File: config.mk
export PLATFORM = sky130hd
export DESIGN_NAME = thermistor_adc_to_temperature_flat
export DESIGN_NICKNAME = d
export VERILOG_FILES = /design/src/sv/thtmp_pkg.sv /design/src/sv/thtmp_stream_if.sv /design/src/sv/thtmp_cal_rom.sv /design/src/sv/thtmp_divider.sv /design/src/sv/thermistor_adc_to_temperature.sv /design/src/flat_wrapper.sv
export SDC_FILE = /design/constraint.sdc
export NUM_CORES = 1
export LEC_CHECK = 0
export BUFFER_PORTS_ARGS = -buffer_cell sky130_fd_sc_hd__buf_4
export CAP_MARGIN = 20
export CORE_UTILIZATION = 35
export CTS_BUF_LIST = sky130_fd_sc_hd__clkbuf_8
export DETAILED_ROUTE_END_ITERATION = 7
export PLACE_DENSITY = 0.47
export REMOVE_ABC_BUFFERS = 1
export SKIP_CTS_REPAIR_TIMING = 1
export SYNTH_ARGS = -nofsm -noshare
export SYNTH_HDL_FRONTEND = slang
export SYNTH_SLANG_ARGS = --single-unit
File: constraint.sdc
create_clock -name clk_i -period 11.23 [get_ports clk_i]
set_input_delay 2.246 -clock clk_i [delete_from_list [all_inputs] [get_ports clk_i]]
set_output_delay 2.246 -clock clk_i [all_outputs]
set_load 0.005 [all_outputs]
File: src/sv/thtmp_pkg.sv
// ----------------------------------------------------------------------------
// thtmp_pkg
// shared constants, calibration table and handshake structs for the
// thermistor sample to temperature converter
// ----------------------------------------------------------------------------
package thtmp_pkg;

  // sample and table geometry
  localparam int SAMPLE_BITS   = 12;
  localparam int TABLE_ENTRIES = 31;
  localparam int IDX_W         = $clog2(TABLE_ENTRIES);
  localparam int LAST_IDX      = TABLE_ENTRIES - 1;
  localparam int HINT_RESET    = 6;

  // temperature grid in tenths of a degree
  localparam int TEMP_BASE = -200;
  localparam int TEMP_STEP = 40;
  localparam int TEMP_TOP  = TEMP_BASE + TEMP_STEP * LAST_IDX;
  localparam int TEMP_W    = 16;
  localparam int T_W       = 12;  // two's complement working width of t
  localparam int MAG_W     = 10;  // magnitude of t, at most 1000

  // interpolation divide: quotient stays below TEMP_STEP
  localparam int QUOT_W = $clog2(TEMP_STEP);
  localparam int CNT_W  = $clog2(QUOT_W);
  localparam int NUM_W  = SAMPLE_BITS + QUOT_W;

  // 90/100 reduces to 9/10; /10 done as a reciprocal multiply
  localparam int SCALE_NUM   = 9;
  localparam int PROD_W      = 14;  // 9 * 1000 fits
  localparam int DIV10_MUL   = 52429;
  localparam int DIV10_SHIFT = 19;
  localparam int DIV10_W     = PROD_W + 16;

  // strictly decreasing calibration points, entry k at -20.0 + 4.0*k degrees
  localparam logic [SAMPLE_BITS-1:0] CAL_TABLE [TABLE_ENTRIES] = '{
    12'd2890, 12'd2817, 12'd2735, 12'd2642, 12'd2541, 12'd2431, 12'd2318,
    12'd2202, 12'd2127, 12'd2007, 12'd1846, 12'd1687, 12'd1546, 12'd1422,
    12'd1309, 12'd1202, 12'd1099, 12'd1001, 12'd907,  12'd817,  12'd727,
    12'd677,  12'd613,  12'd550,  12'd496,  12'd452,  12'd414,  12'd379,
    12'd345,  12'd311,  12'd277
  };

  typedef struct packed {
    logic                   start;
    logic [NUM_W-1:0]       dividend;
    logic [SAMPLE_BITS-1:0] divisor;
  } div_req_t;

  typedef struct packed {
    logic              done;
    logic [QUOT_W-1:0] quotient;
  } div_rsp_t;

endpackage

File: src/sv/thtmp_stream_if.sv
// ----------------------------------------------------------------------------
// thtmp stream interfaces
// valid/ready channels for converter samples and temperature words
// ----------------------------------------------------------------------------
interface thtmp_sample_if import thtmp_pkg::*; ();
  logic                   valid;
  logic                   ready;
  logic [SAMPLE_BITS-1:0] adc_sample;

  modport source (output valid, output adc_sample, input ready);
  modport sink   (input valid, input adc_sample, output ready);
endinterface

interface thtmp_temp_if import thtmp_pkg::*; ();
  logic              valid;
  logic              ready;
  logic [TEMP_W-1:0] temp_word;

  modport source (output valid, output temp_word, input ready);
  modport sink   (input valid, input temp_word, output ready);
endinterface

File: src/sv/thtmp_cal_rom.sv
// ----------------------------------------------------------------------------
// thtmp_cal_rom
// calibration table with two synchronous read ports
// ----------------------------------------------------------------------------
module thtmp_cal_rom import thtmp_pkg::*; (
  input  logic                   clk_i,
  input  logic [IDX_W-1:0]       addr_lo_i,
  input  logic [IDX_W-1:0]       addr_hi_i,
  output logic [SAMPLE_BITS-1:0] data_lo_o,
  output logic [SAMPLE_BITS-1:0] data_hi_o
);

  logic [SAMPLE_BITS-1:0] data_lo_q;
  logic [SAMPLE_BITS-1:0] data_hi_q;

  // unused top code reads as zero
  always_ff @(posedge clk_i) begin
    data_lo_q <= (int'(addr_lo_i) <= LAST_IDX) ? CAL_TABLE[addr_lo_i] : '0;
    data_hi_q <= (int'(addr_hi_i) <= LAST_IDX) ? CAL_TABLE[addr_hi_i] : '0;
  end

  assign data_lo_o = data_lo_q;
  assign data_hi_o = data_hi_q;

endmodule

File: src/sv/thtmp_divider.sv
// ----------------------------------------------------------------------------
// thtmp_divider
// restoring divider, one quotient bit per cycle, for the interpolation fraction
// ----------------------------------------------------------------------------
module thtmp_divider import thtmp_pkg::*; (
  input  logic     clk_i,
  input  logic     rst_ni,
  input  div_req_t req_i,
  output div_rsp_t rsp_o
);

  logic                   busy_q;
  logic                   done_q;
  logic [CNT_W-1:0]       cnt_q;
  logic [NUM_W-1:0]       rem_q;
  logic [SAMPLE_BITS-1:0] dsr_q;
  logic [QUOT_W-1:0]      quot_q;
  logic [NUM_W-1:0]       trial;
  logic                   fits;

  assign trial = NUM_W'(dsr_q) << cnt_q;
  assign fits  = rem_q >= trial;

  always_ff @(posedge clk_i or negedge rst_ni) begin
    if (!rst_ni) begin
      busy_q <= 1'b0;
      done_q <= 1'b0;
    end else begin
      done_q <= 1'b0;
      if (req_i.start) begin
        busy_q <= 1'b1;
      end else if (busy_q && cnt_q == '0) begin
        busy_q <= 1'b0;
        done_q <= 1'b1;
      end
    end
  end

  always_ff @(posedge clk_i) begin
    if (req_i.start) begin
      rem_q  <= req_i.dividend;
      dsr_q  <= req_i.divisor;
      cnt_q  <= CNT_W'(QUOT_W - 1);
      quot_q <= '0;
    end else if (busy_q) begin
      if (fits) begin
        rem_q <= rem_q - trial;
      end
      quot_q[cnt_q] <= fits;
      cnt_q         <= cnt_q - CNT_W'(1);
    end
  end

  assign rsp_o.done     = done_q;
  assign rsp_o.quotient = quot_q;

endmodule

File: src/sv/thermistor_adc_to_temperature.sv
// ----------------------------------------------------------------------------
// thermistor_adc_to_temperature
// thermistor sample to sign-magnitude temperature by table interpolation
// ----------------------------------------------------------------------------
// One request carries a 12-bit thermistor reading; one result word comes back
// for every request. The reading is placed in a segment of a 31-point
// decreasing calibration table (points 4.0 degrees apart from -20.0), the
// temperature is interpolated in tenths of a degree, scaled by 0.9 with
// truncation, and returned as bit 15 sign plus bits 14:0 magnitude. Readings
// at or above the first point give -180 tenths, readings under the last give
// 900. The segment search starts from the segment used by the previous
// request and walks one segment at a time. Each probe is a synchronous table
// read in ST_FETCH followed by a compare in ST_CMP. The fraction comes from a
// one-bit-per-cycle divider, and the sign and scaling are registered in
// ST_SCALE before the word waits in ST_DONE for the output register.
// One request is worked on at a time; a finished word sits in an output
// register, so a new request is taken while the previous result still waits
// for its sink.
// ----------------------------------------------------------------------------
module thermistor_adc_to_temperature import thtmp_pkg::*; (
  input  logic       clk_i,
  input  logic       rst_ni,
  thtmp_sample_if.sink   sample_i,
  thtmp_temp_if.source   temp_o
);

  typedef enum logic [2:0] {
    ST_IDLE,
    ST_FETCH,
    ST_CMP,
    ST_DIV,
    ST_SCALE,
    ST_DONE
  } state_e;

  state_e                 state_q;
  logic [SAMPLE_BITS-1:0] x_q;
  logic [IDX_W-1:0]       k_q;
  logic [IDX_W-1:0]       hint_q;
  logic [T_W-1:0]         t_q;
  logic                   neg_q;
  logic [PROD_W-1:0]      prod_q;
  logic                   out_valid_q;
  logic [TEMP_W-1:0]      out_word_q;
  div_req_t               div_req_q;
  div_rsp_t               div_rsp;

  logic [SAMPLE_BITS-1:0] rom_lo;
  logic [SAMPLE_BITS-1:0] rom_hi;
  logic [IDX_W-1:0]       hint_clamped;
  logic [SAMPLE_BITS-1:0] span;
  logic [SAMPLE_BITS-1:0] offs;
  logic [T_W-1:0]         t_node;   // temperature at table point k
  logic [T_W-1:0]         t_mag;
  logic [DIV10_W-1:0]     div10;
  logic                   out_free;
  logic                   seg_hit;
  logic                   div_go;
  logic                   out_load;

  // table: lower bound at k, upper bound at k-1
  thtmp_cal_rom u_rom (
    .clk_i     (clk_i),
    .addr_lo_i (k_q),
    .addr_hi_i (k_q - IDX_W'(1)),
    .data_lo_o (rom_lo),
    .data_hi_o (rom_hi)
  );

  thtmp_divider u_div (
    .clk_i  (clk_i),
    .rst_ni (rst_ni),
    .req_i  (div_req_q),
    .rsp_o  (div_rsp)
  );

  // hint always stays in range, clamp kept for safety
  always_comb begin
    if (hint_q < IDX_W'(1)) begin
      hint_clamped = IDX_W'(1);
    end else if (hint_q > IDX_W'(LAST_IDX)) begin
      hint_clamped = IDX_W'(LAST_IDX);
    end else begin
      hint_clamped = hint_q;
    end
  end

  assign span   = rom_hi - rom_lo;
  assign offs   = x_q - rom_lo;
  // two's complement wrap in T_W bits gives the signed value
  assign t_node = T_W'(k_q) * T_W'(TEMP_STEP) + T_W'(TEMP_BASE);
  assign t_mag  = t_q[T_W-1] ? (T_W'(0) - t_q) : t_q;
  // divide by ten through the reciprocal, exact for the product range
  assign div10  = (DIV10_W'(prod_q) * DIV10_W'(DIV10_MUL)) >> DIV10_SHIFT;

  assign out_free = !out_valid_q || temp_o.ready;

  // reading inside segment k, and a fraction to work out
  assign seg_hit  = (x_q >= rom_lo) && (x_q < rom_hi);
  assign div_go   = (state_q == ST_CMP) && seg_hit && (span != '0);
  assign out_load = (state_q == ST_DONE) && out_free;

  assign sample_i.ready  = (state_q == ST_IDLE);
  assign temp_o.valid    = out_valid_q;
  assign temp_o.temp_word = out_word_q;

  always_ff @(posedge clk_i or negedge rst_ni) begin
    if (!rst_ni) begin
      state_q     <= ST_IDLE;
      x_q         <= '0;
      k_q         <= IDX_W'(HINT_RESET);
      hint_q      <= IDX_W'(HINT_RESET);
      t_q         <= '0;
      neg_q       <= 1'b0;
      prod_q      <= '0;
      out_valid_q <= 1'b0;
      out_word_q  <= '0;
      div_req_q   <= '0;
    end else begin
      div_req_q.start <= div_go;
      // new word loaded, or result taken by the sink
      if (out_load) begin
        out_valid_q <= 1'b1;
      end else if (temp_o.ready) begin
        out_valid_q <= 1'b0;
      end

      unique case (state_q)
        ST_IDLE: begin
          if (sample_i.valid) begin
            x_q     <= sample_i.adc_sample;
            k_q     <= hint_clamped;
            state_q <= ST_FETCH;
          end
        end

        // table read for segment k in flight
        ST_FETCH: begin
          state_q <= ST_CMP;
        end

        ST_CMP: begin
          priority if (x_q < rom_lo) begin
            // hotter side of the table: walk up
            if (k_q == IDX_W'(LAST_IDX)) begin
              t_q     <= T_W'(TEMP_TOP);
              hint_q  <= k_q;
              state_q <= ST_SCALE;
            end else begin
              k_q     <= k_q + IDX_W'(1);
              state_q <= ST_FETCH;
            end
          end else if (x_q >= rom_hi) begin
            // colder side: walk down
            if (k_q == IDX_W'(1)) begin
              t_q     <= T_W'(TEMP_BASE);
              hint_q  <= k_q;
              state_q <= ST_SCALE;
            end else begin
              k_q     <= k_q - IDX_W'(1);
              state_q <= ST_FETCH;
            end
          end else begin
            hint_q <= k_q;
            if (span == '0) begin
              // flat segment, no fraction
              t_q     <= t_node;
              state_q <= ST_SCALE;
            end else begin
              div_req_q.dividend <= NUM_W'(offs) * NUM_W'(TEMP_STEP);
              div_req_q.divisor  <= span;
              state_q            <= ST_DIV;
            end
          end
        end

        ST_DIV: begin
          if (div_rsp.done) begin
            t_q     <= t_node - T_W'(div_rsp.quotient);
            state_q <= ST_SCALE;
          end
        end

        // sign and times nine
        ST_SCALE: begin
          neg_q   <= t_q[T_W-1];
          prod_q  <= PROD_W'(MAG_W'(t_mag)) * PROD_W'(SCALE_NUM);
          state_q <= ST_DONE;
        end

        // wait for the output register, then hand over
        ST_DONE: begin
          if (out_free) begin
            out_word_q  <= {neg_q, (TEMP_W - 1)'(div10)};
            state_q     <= ST_IDLE;
          end
        end

        default: begin
          state_q <= ST_IDLE;
        end
      endcase
    end
  end

`ifndef NO_ASSERTIONS
  // segment index stays a valid segment while searching
  a_k_range: assert property (@(posedge clk_i) disable iff (!rst_ni)
    (state_q != ST_IDLE) |-> (k_q >= IDX_W'(1) && k_q <= IDX_W'(LAST_IDX)))
    else $error("segment index out of range");

  // a compare always sees table data read for the current index
  a_cmp_after_fetch: assert property (@(posedge clk_i) disable iff (!rst_ni)
    (state_q == ST_CMP) |-> ($past(state_q) == ST_FETCH))
    else $error("compare without table read");

  // fraction never reaches one full step
  a_quot_range: assert property (@(posedge clk_i) disable iff (!rst_ni)
    div_rsp.done |-> (div_rsp.quotient < QUOT_W'(TEMP_STEP)))
    else $error("interpolation fraction too large");

  // negative results never exceed 180 tenths after scaling
  a_neg_mag: assert property (@(posedge clk_i) disable iff (!rst_ni)
    (temp_o.valid && temp_o.temp_word[TEMP_W-1])
      |-> (temp_o.temp_word[TEMP_W-2:0] <= (TEMP_W - 1)'(180)))
    else $error("negative magnitude out of range");
`endif

endmodule
File: src/flat_wrapper.sv
// flat-port wrapper written by rule: the top's interface ports become plain ports
module thermistor_adc_to_temperature_flat import thtmp_pkg::*;
  (clk_i, rst_ni, sample_i_valid, sample_i_adc_sample, sample_i_ready, temp_o_valid, temp_o_temp_word, temp_o_ready);
  thtmp_sample_if sample_i_i ();
  thtmp_temp_if temp_o_i ();
  input  logic clk_i;
  input  logic rst_ni;
  input wire logic [$bits(sample_i_i.valid)-1:0] sample_i_valid;
  input wire logic [$bits(sample_i_i.adc_sample)-1:0] sample_i_adc_sample;
  output wire logic [$bits(sample_i_i.ready)-1:0] sample_i_ready;
  output wire logic [$bits(temp_o_i.valid)-1:0] temp_o_valid;
  output wire logic [$bits(temp_o_i.temp_word)-1:0] temp_o_temp_word;
  input wire logic [$bits(temp_o_i.ready)-1:0] temp_o_ready;
  assign sample_i_i.valid = sample_i_valid;
  assign sample_i_i.adc_sample = sample_i_adc_sample;
  assign sample_i_ready = sample_i_i.ready;
  assign temp_o_valid = temp_o_i.valid;
  assign temp_o_temp_word = temp_o_i.temp_word;
  assign temp_o_i.ready = temp_o_ready;
  thermistor_adc_to_temperature u_core (.clk_i(clk_i), .rst_ni(rst_ni), .sample_i(sample_i_i), .temp_o(temp_o_i));
endmodule
==> flow_metrics.py, run 1 <==
metrics = {
    "worst_setup_path": {
        "critPathRequiredTime_ns": 11.57,
        "slowest_stage": "fa_1",
        "crit_fanout": 6,
        "critical_path_arrival_ns": 6.27,
        "cp-end-kind": "flop",
        "critPathMostFrequentCell": "inv_1",
        "crit_path_start_kind": "flop",
        "critPathMaxStageDelay_ns": 0.57,
        "path_class": "reg -> reg",
        "path_cells": "inv_1 -> ha_1 -> inv_1 -> fa_1 -> inv_1 -> fa_1 -> fa_1 -> inv_1 -> fa_1 -> inv_1 -> fa_1 -> inv_1 -> ha_1 -> a211o_1 -> a31o_2 -> a311oi_1 -> a211oi_1 -> or3_1 -> a21oi_1 -> xor2_1 -> o21ai_0",
    },
    "status": {
        "status": "finished, final reports clean",
    },
    "logic_synthesis": {
        "yosysUniqueCellTypes": 78,
        "synth-edff-count": 30,
        "yosysWarnings": 0,
        "synthMostInstantiatedCell": "ha_1",
        "synthCells": 1599,
        "ys.flop_type": "dfrtp_1",
        "synth-seq-cells": 157,
        "yosysTopAreaCell": "ha_1",
        "synthArstFlopShare_pct": 59.87,
        "synth_area_leaders": "ha_1 18%, dfrtp_1 15%, fa_1 8.2%",
        "synth_top_area_share_pct": 18.05,
        "ys_top_cells_by_count": "212 x ha_1, 161 x inv_1, 138 x nand2_1",
        "syn_area_mm2": 0.01470,
        "avgSynthCellArea_um2": 9.193,
        "ys_seq_area_share_pct": 26.66,
    },
    "finish": {
        "drive_gt1_share_pct": 8.531,
        "diodes": 0,
        "areaGrowthSynthToFinish_pct": 6.886,
        "nNetsFinal": 1881,
    },
    "hold_path": {
        "min-delay-path-class": "reg -> reg",
    },
    "clocking": {
        "htreeDepth": 4,
        "clk_latency_ns": 0.49,
        "cts-root-buf": "clkbuf_8",
        "cts_tree": "built",
        "cts_max_path_buffers": 2,
        "clk_pin_slew_ns": 0.09,
        "cts_made_buffers": 17,
        "cts_sinks": 157,
    },
    "grt": {
        "grt_pass1_wl_um": 58090,
        "antenna_found_initial": 0,
        "grt_max_degree": 59,
        "grt_pass1_vias": 10903,
        "grt_usage_pct": 17.34,
        "grt_overflow": 0,
    },
    "die": {
        "die_w_um": 206.9,
        "core_area_mm2": 0.04111,
        "fp.dieH_um": 206.9,
        "die-area_mm2": 0.04282,
        "rows": 74,
        "start_util_pct": 35.76,
        "ios": 34,
    },
    "sta": {
        "post-route-period-util_pct": 52.82,
        "finalCriticalPeriod_ns": 5.931,
        "slew_violations": 0,
        "rsz0062_at_grt": "false",
        "hold_violations": 0,
        "finalClockSkew_ns": 0.01949,
        "max_freq_mhz": 168.6,
        "setup_violations": 0,
        "worst_pin_slew_ns": 1.035,
        "relSlewSlack_pct": 30.88,
        "setup-tns-final_ns": 0,
    },
    "detailed_routing": {
        "vias_per_cell": 5.133,
        "ant_nets": 0,
        "routedWlPerCell_um": 16.61,
        "drc": 0,
        "drtPass1Iterations": 7,
        "vias": 10974,
        "drt-total-wl_um": 35520,
        "drt_iter0_markers": 528,
    },
    "placement": {
        "io_buffers": 29,
        "dp_hpwl_um": 28430,
        "gp_congestion": 0.8368,
    },
    "job": {
        "cap_violations": 0,
    },
}
==> cells in the final DEF (no fill, tap or decap), types with 6 or more instances in the layout <==
cell type | Yosys | layout
nand2_1 | 138 | 138
a21oi_1 | 105 | 105
and3_1 | 10 | 10
a21o_1 | 28 | 28
nand4_1 | 6 | 6
o21bai_1 | 11 | 11
xnor2_1 | 56 | 56
nand3_1 | 27 | 27
edfxtp_1 | 30 | 30
nor3_1 | 30 | 30
dfxtp_1 | 33 | 33
mux2_1 | 7 | 7
fa_1 | 60 | 60
o22ai_1 | 8 | 8
nor2_1 | 94 | 94
a211o_1 | 8 | 8
nor2b_1 | 18 | 18
mux2_4 | 20 | 20
o31ai_1 | 15 | 15
clkbuf_8 | 0 | 18
or2_2 | 7 | 7
or3_1 | 9 | 9
o21a_1 | 17 | 17
mux2i_1 | 19 | 19
buf_4 | 6 | 38
nand2b_1 | 25 | 25
o211ai_1 | 14 | 14
a211oi_1 | 31 | 31
o21ai_0 | 88 | 88
mux2_2 | 21 | 21
nor4_1 | 6 | 6
a31oi_1 | 10 | 10
ha_1 | 212 | 212
dfrtp_1 | 90 | 89
o21ai_1 | 12 | 12
mux4_2 | 6 | 6
inv_1 | 161 | 161
xor2_1 | 28 | 28
==> worst max-delay path, delay by kind of cell (launching register included) <==
kind | cells | cell delay [ns]
buf+inv | 6 | 0.39
fa+ha+maj | 7 | 3.03
flops | 1 | 0.44
xor+xnor | 1 | 0.15
compound gates | 6 | 1.34
simple gates | 1 | 0.41
==> per-layer routing <==
layer	track usage [%]	part of all wire, %	routed length, um	vias to the layer above
li1	-	-	-	5611
met1	23.84	50	17780	5181
met2	27.92	45	16140	142
met3	2.308	2.5	871	40
met4	5.865	2.1	732	0
met5	0	0	0	-
==> through the flow <==
step           setup WS [ns]  hold slack [ns]  area [um2]  utilization (%)  std cells
6_report               5.299           0.4613       15710            38.22       2138
5_1_grt                4.946           0.4721       15710            38.22       2138
4_1_cts                5.220           0.4639       15710            38.22       2138
3_5_place_dp           5.241           0.4407       15350            37.34       2106
3_3_place_gp           5.294           0.4330       15350            37.34       2106
2_1_floorplan          5.766           0.4215       14400                -       1536
==> registers in the layout, indices dropped and copies added, names as in the netlist <==
| name | count |
|---|---|
| u_core.u_div.dsr_q | 12 |
| u_core.state_q | 3 |
| u_core.u_div.cnt_q | 3 |
| u_core.x_q | 12 |
| u_core.k_q | 5 |
| u_core.hint_q | 5 |
| u_core.temp_o.valid | 1 |
| u_core.prod_q | 14 |
| u_core.u_div.quot_q | 6 |
| u_core.u_div.done_q | 1 |
| u_core.temp_o.temp_word | 12 |
| u_core.u_rom.data_hi_o | 12 |
| u_core.neg_q | 1 |
| u_core.t_q | 11 |
| u_core.u_div.busy_q | 1 |
| u_core.u_div.rem_q | 18 |
| u_core.div_req_q | 28 |
| u_core.u_rom.data_lo_o | 12 |
==> cell type report <==
cell class	count	area (um2)
inverter	164	615.6
multi-input combinational	1215	9864
clock inverter	14	112.6
clock buffer	18	247.7
sequential	157	3920
fill	4232	25400
timing repair buffer	38	285.3
tap	532	665.6
==> kinds of logic after synthesis <==
group           synth area share, %
compound gates                16.86
xor+xnor                      5.005
fa+ha+maj                     26.22
buf+inv                       6.307
flops                         26.66
mux                           6.401
other cells                 0.02551
simple gates                  12.52
==> worst paths after layout <==
path	to	cells past startpoint	slack, ns	start
worst min register to register	u_core.u_div.dsr_q[0]	0	0.46	u_core.div_req_q[0]
worst max register to register	u_core.temp_o.temp_word[9]	21	5.30	u_core.prod_q[12]
max in group asynchronous	u_core.x_q[9]	2	8.32	rst_ni
worst max-delay path	u_core.temp_o.temp_word[9]	21	5.30	u_core.prod_q[12]
min in group asynchronous	u_core.temp_o.temp_word[0]	1	1.82	rst_ni
worst min-delay path	u_core.u_div.dsr_q[0]	0	0.46	u_core.div_req_q[0]
Power of run 1 is left out: the tool's default activity adds up to more than one toggle a clock period on the data nets, which glitch-free logic cannot reach.
==> inputs of run 2 (changes only) <==
==> constraint.sdc (replaced) <==
create_clock -name clk_i -period 6.1 [get_ports clk_i]
set_input_delay 1.22 -clock clk_i [delete_from_list [all_inputs] [get_ports clk_i]]
set_output_delay 1.22 -clock clk_i [all_outputs]
set_load 0.005 [all_outputs]
==> flow_metrics.py, run 2 (same netlist as run 1, synthesis figures left out) <==
metrics = {
    "die": {
        "fp.dieH_um": 206.9,
        "core_area_mm2": 0.04111,
        "start_util_pct": 35.76,
        "die_w_um": 206.9,
        "rows": 74,
        "ios": 34,
        "die-area_mm2": 0.04282,
    },
    "clocking": {
        "cts_max_path_buffers": 2,
        "clk_latency_ns": 0.49,
        "cts-root-buf": "clkbuf_8",
        "cts_sinks": 157,
        "htreeDepth": 4,
        "clk_pin_slew_ns": 0.10,
        "cts_tree": "built",
        "cts_made_buffers": 17,
    },
    "sta": {
        "setup_violations": 0,
        "relSlewSlack_pct": 36.32,
        "whs_ns": 0.4553,
        "slew_violations": 0,
        "fin_ws_ns": 0.2902,
        "finalCriticalPeriod_ns": 5.810,
        "max_freq_mhz": 172.1,
        "worst_pin_slew_ns": 0.9483,
        "hold_violations": 0,
        "post-route-period-util_pct": 95.24,
        "finalClockSkew_ns": 0.01712,
        "rsz0062_at_grt": "false",
        "setup-tns-final_ns": 0,
    },
    "grt": {
        "grt_usage_pct": 17.38,
        "grt_max_degree": 57,
        "grt_overflow": 0,
        "antenna_found_initial": 0,
        "grt_pass1_wl_um": 58130,
        "grt_pass1_vias": 10929,
    },
    "detailed_routing": {
        "vias": 11030,
        "vias_per_cell": 5.149,
        "ant_nets": 0,
        "drt-total-wl_um": 35590,
        "drtPass1Iterations": 7,
        "drt_iter0_markers": 592,
        "drc": 0,
        "routedWlPerCell_um": 16.61,
    },
    "finish": {
        "largest_reg_flops": 28,
        "regMostFlops": "u_core.div_req_q",
        "diodes": 0,
        "fill_cells": 4216,
        "areaGrowthSynthToFinish_pct": 7.499,
        "top_regs": "u_core.div_req_q: 28 flops, u_core.u_div.rem_q: 18 flops, u_core.prod_q: 14 flops",
        "multi_input_area_mm2": 0.009864,
        "final_cell_mix": "212 x ha_1, 162 x inv_1, 138 x nand2_1",
        "final_common_cell": "ha_1",
        "nNetsFinal": 1885,
        "seqCellArea_mm2": 0.003920,
        "drive_gt1_share_pct": 8.696,
        "final_cell_area_mm2": 0.01580,
    },
    "job": {
        "cap_violations": 0,
    },
    "placement": {
        "dp_hpwl_um": 28530,
        "post-place-ws_ns": 0.2969,
        "gp_congestion": 0.8302,
        "placed_cell_area_mm2": 0.01538,
        "io_buffers": 29,
    },
    "status": {
        "status": "finished, final reports clean",
    },
    "worst_setup_path": {
        "path_class": "reg -> reg",
        "critical_path_arrival_ns": 6.15,
        "r2r_start": "u_core.prod_q[12]",
        "reg2reg_setup_slack_ns": 0.29,
        "crit_start": "u_core.prod_q[12]",
        "cp-end-kind": "flop",
        "crit_path_start_kind": "flop",
        "crit_fanout": 6,
        "critPathRequiredTime_ns": 6.44,
    },
    "hold_path": {
        "min-delay-path-class": "reg -> reg",
        "hp-start": "u_core.div_req_q[0]",
    },
}
-- run 2: changes by cell type in the layout (fill, tap and decap cells not counted) --
cell,previous run,this run
bufinv_16,0,3
buf_4,38,42
clkbuf_8,18,17
inv_6,2,4
inv_8,2,1
clkinv_4,4,3
inv_1,161,162
clkinvlp_4,3,2
clkinv_2,3,1
-- run 2: critical path, cell delays in order, from the launching register on --
cell,delay (ns)
dfrtp_1,0.45
inv_1,0.07
ha_1,0.27
inv_1,0.06
fa_1,0.57
inv_1,0.09
fa_1,0.50
fa_1,0.55
inv_1,0.05
fa_1,0.50
inv_1,0.05
fa_1,0.38
inv_1,0.06
ha_1,0.28
a211o_1,0.31
a31o_2,0.20
a311oi_1,0.23
buf_4,0.17
a211oi_1,0.07
or3_1,0.38
a21oi_1,0.18
xor2_1,0.14
o21ai_0,0.08
-- run 2: path summary, 6_finish.rpt --
| check | to | cells past startpoint |
|---|---|---|
| setup reg to reg | u_core.temp_o.temp_word[9] | 22 |
| setup / recovery | u_core.temp_o.temp_word[9] | 22 |
| max in group asynchronous | u_core.x_q[8] | 2 |
| hold / removal | u_core.u_div.dsr_q[0] | 0 |
| min in group asynchronous | u_core.temp_o.temp_word[0] | 1 |
| hold reg to reg | u_core.u_div.dsr_q[0] | 0 |
-- run 2: per-stage QoR --
stage               instances  utilization [%]
floorplan                1536                -
global placement         2110            37.41
detailed placement       2110            37.41
CTS                      2142            38.44
global route             2142            38.44
finish                   2142            38.44
-- run 2: routing by layer --
| layer | part of all wire (%) | up-vias | wire, um | global-route usage [%] |
|---|---|---|---|---|
| li1 | - | 5623 | - | - |
| met1 | 50 | 5261 | 17780 | 23.84 |
| met2 | 47 | 129 | 16550 | 28.44 |
| met3 | 2.3 | 17 | 818 | 2.779 |
| met4 | 1.2 | 0 | 438 | 4.275 |
| met5 | 0 | - | 0 | 0 |
-- run 2: layout make-up --
type | count | area share (%)
clock inverter | 15 | 1.180
multi-input combinational | 1215 | 62.43
sequential | 157 | 24.81
inverter | 164 | 3.896
clock buffer | 17 | 1.481
tap | 532 | 4.213
timing repair buffer | 42 | 1.995
Power of run 2 is left out for the same reason.
==> inputs of run 3 (changes only) <==
--- a/config.mk
+++ b/config.mk
@@ -7,10 +7,10 @@
 export LEC_CHECK = 0
 export BUFFER_PORTS_ARGS = -buffer_cell sky130_fd_sc_hd__buf_4
 export CAP_MARGIN = 20
-export CORE_UTILIZATION = 35
+export CORE_UTILIZATION = 45
 export CTS_BUF_LIST = sky130_fd_sc_hd__clkbuf_8
 export DETAILED_ROUTE_END_ITERATION = 7
-export PLACE_DENSITY = 0.47
+export PLACE_DENSITY = 0.58
 export REMOVE_ABC_BUFFERS = 1
 export SKIP_CTS_REPAIR_TIMING = 1
 export SYNTH_ARGS = -nofsm -noshare
==> flow_metrics.py, run 3 (same netlist as run 1, synthesis figures left out) <==
metrics = {
    "detailed_routing": {
        "ant_nets": 0,
        "vias_per_cell": 5.427,
        "route.met3.wl_um": 1062,
        "highest_layer": "met4",
        "met1_length_um": 16510,
        "routedWlPerCell_um": 16.62,
        "drt-total-wl_um": 33970,
        "drt_iter0_markers": 559,
        "drtPass1Iterations": 5,
        "wl_met2_um": 15730,
        "drc": 0,
        "vias": 11093,
    },
    "worst_setup_path": {
        "crit_fanout": 6,
        "r2r_cells": 21,
        "crit_path_start_kind": "flop",
        "reg2reg_setup_slack_ns": 0.35,
        "cp-end-kind": "flop",
        "critical_path_arrival_ns": 6.10,
        "r2r_start": "u_core.prod_q[12]",
        "path_class": "reg -> reg",
        "r2r-end": "u_core.temp_o.temp_word[9]",
        "critPathRequiredTime_ns": 6.46,
    },
    "die": {
        "die-area_mm2": 0.03339,
        "ios": 34,
        "start_util_pct": 46.11,
        "core_area_mm2": 0.03188,
        "die_w_um": 182.7,
        "fp.dieH_um": 182.7,
        "rows": 65,
    },
    "placement": {
        "dp_hpwl_um": 26820,
        "placed_cell_area_mm2": 0.01524,
        "gp_congestion": 0.9071,
        "io_buffers": 29,
    },
    "finish": {
        "final_common_cell": "ha_1",
        "drive_gt1_share_pct": 8.701,
        "final_cell_area_mm2": 0.01566,
        "top_regs": "u_core.div_req_q: 28 flops, u_core.u_div.rem_q: 18 flops, u_core.prod_q: 14 flops",
        "areaGrowthSynthToFinish_pct": 6.512,
        "nNetsFinal": 1884,
        "diodes": 0,
        "final_cell_mix": "212 x ha_1, 162 x inv_1, 138 x nand2_1",
        "regMostFlops": "u_core.div_req_q",
        "largest_reg_flops": 28,
    },
    "sta": {
        "setup-tns-final_ns": 0,
        "post-route-period-util_pct": 94.24,
        "hold_violations": 0,
        "slew_violations": 0,
        "setup_violations": 0,
        "finalCriticalPeriod_ns": 5.748,
        "rsz0062_at_grt": "false",
        "relSlewSlack_pct": 31.90,
        "worst_pin_slew_ns": 1.021,
        "finalClockSkew_ns": 0.01966,
        "max_freq_mhz": 174.0,
    },
    "grt": {
        "antenna_found_initial": 0,
        "grt_pass1_vias": 10737,
        "grt_max_degree": 62,
        "grt_usage_pct": 21.19,
        "grt_overflow": 0,
        "grt_pass1_wl_um": 56080,
    },
    "clocking": {
        "cts_made_buffers": 17,
        "clk_pin_slew_ns": 0.11,
        "htreeDepth": 4,
        "clk_latency_ns": 0.49,
        "cts_max_path_buffers": 2,
        "cts_sinks": 157,
        "cts_tree": "built",
        "cts-root-buf": "clkbuf_8",
    },
    "hold_path": {
        "holdPathEnd": "u_core.u_div.dsr_q[1]",
        "holdPathStages": 0,
        "hp-start": "u_core.div_req_q[1]",
        "min-delay-path-class": "reg -> reg",
    },
    "status": {
        "status": "finished, final reports clean",
    },
    "job": {
        "cap_violations": 0,
    },
}
[run 3: cell type report]
class,instances,area [um2]
clock buffers,17,234.0
inverters,164,615.6
well taps,435,544.3
multi-input cells,1215,9871
repair buffers,41,307.8
fillers,3041,16220
flip-flops and latches,157,3920
clock inverters,15,163.9
[run 3: worst max path at each step]
stage,startpoint,end,slack [ns],cells after the start
floorplan,u_core.prod_q[12],u_core.temp_o.temp_word[9],0.64,21
global placement,u_core.prod_q[12],u_core.temp_o.temp_word[9],0.28,21
finish,u_core.prod_q[12],u_core.temp_o.temp_word[9],0.35,21
CTS,u_core.prod_q[12],u_core.temp_o.temp_word[9],0.21,21
detailed placement,u_core.prod_q[12],u_core.temp_o.temp_word[9],0.23,21
global route,u_core.prod_q[12],u_core.temp_o.temp_word[9],0.04,21
[run 3: per-layer routing]
metal,vias to the layer above,global-route usage (%)
met1,5236,29.34
met5,-,0
met4,0,6.622
li1,5622,-
met3,34,2.244
met2,201,34.76
[run 3: stage by stage]
step                      hold WS [ns]  std cells  worst slack (ns)  util, %
after floorplan                 0.4215       1536            0.6356        -
after global placement          0.4351       2011            0.2834    47.82
after detailed placement        0.4351       2011            0.2251    47.82
after CTS                       0.4606       2043            0.2083    49.07
after global routing            0.4758       2044           0.03875    49.11
final                           0.4565       2044            0.3516    49.11
[run 3: worst max-delay path, stage by stage, from the launching register on]
cell and delay, ns:
dfrtp_1 0.43, inv_1 0.06, ha_1 0.28, inv_1 0.06
fa_1 0.56, inv_1 0.09, fa_1 0.49, fa_1 0.55
inv_1 0.05, fa_1 0.49, inv_1 0.05, fa_1 0.38
inv_1 0.06, ha_1 0.29, a211o_1 0.31, a31o_2 0.22
a311oi_2 0.29, a211oi_1 0.14, or3_1 0.40, a21oi_1 0.18
xor2_1 0.14, o21ai_0 0.08
Power of run 3 is left out for the same reason.
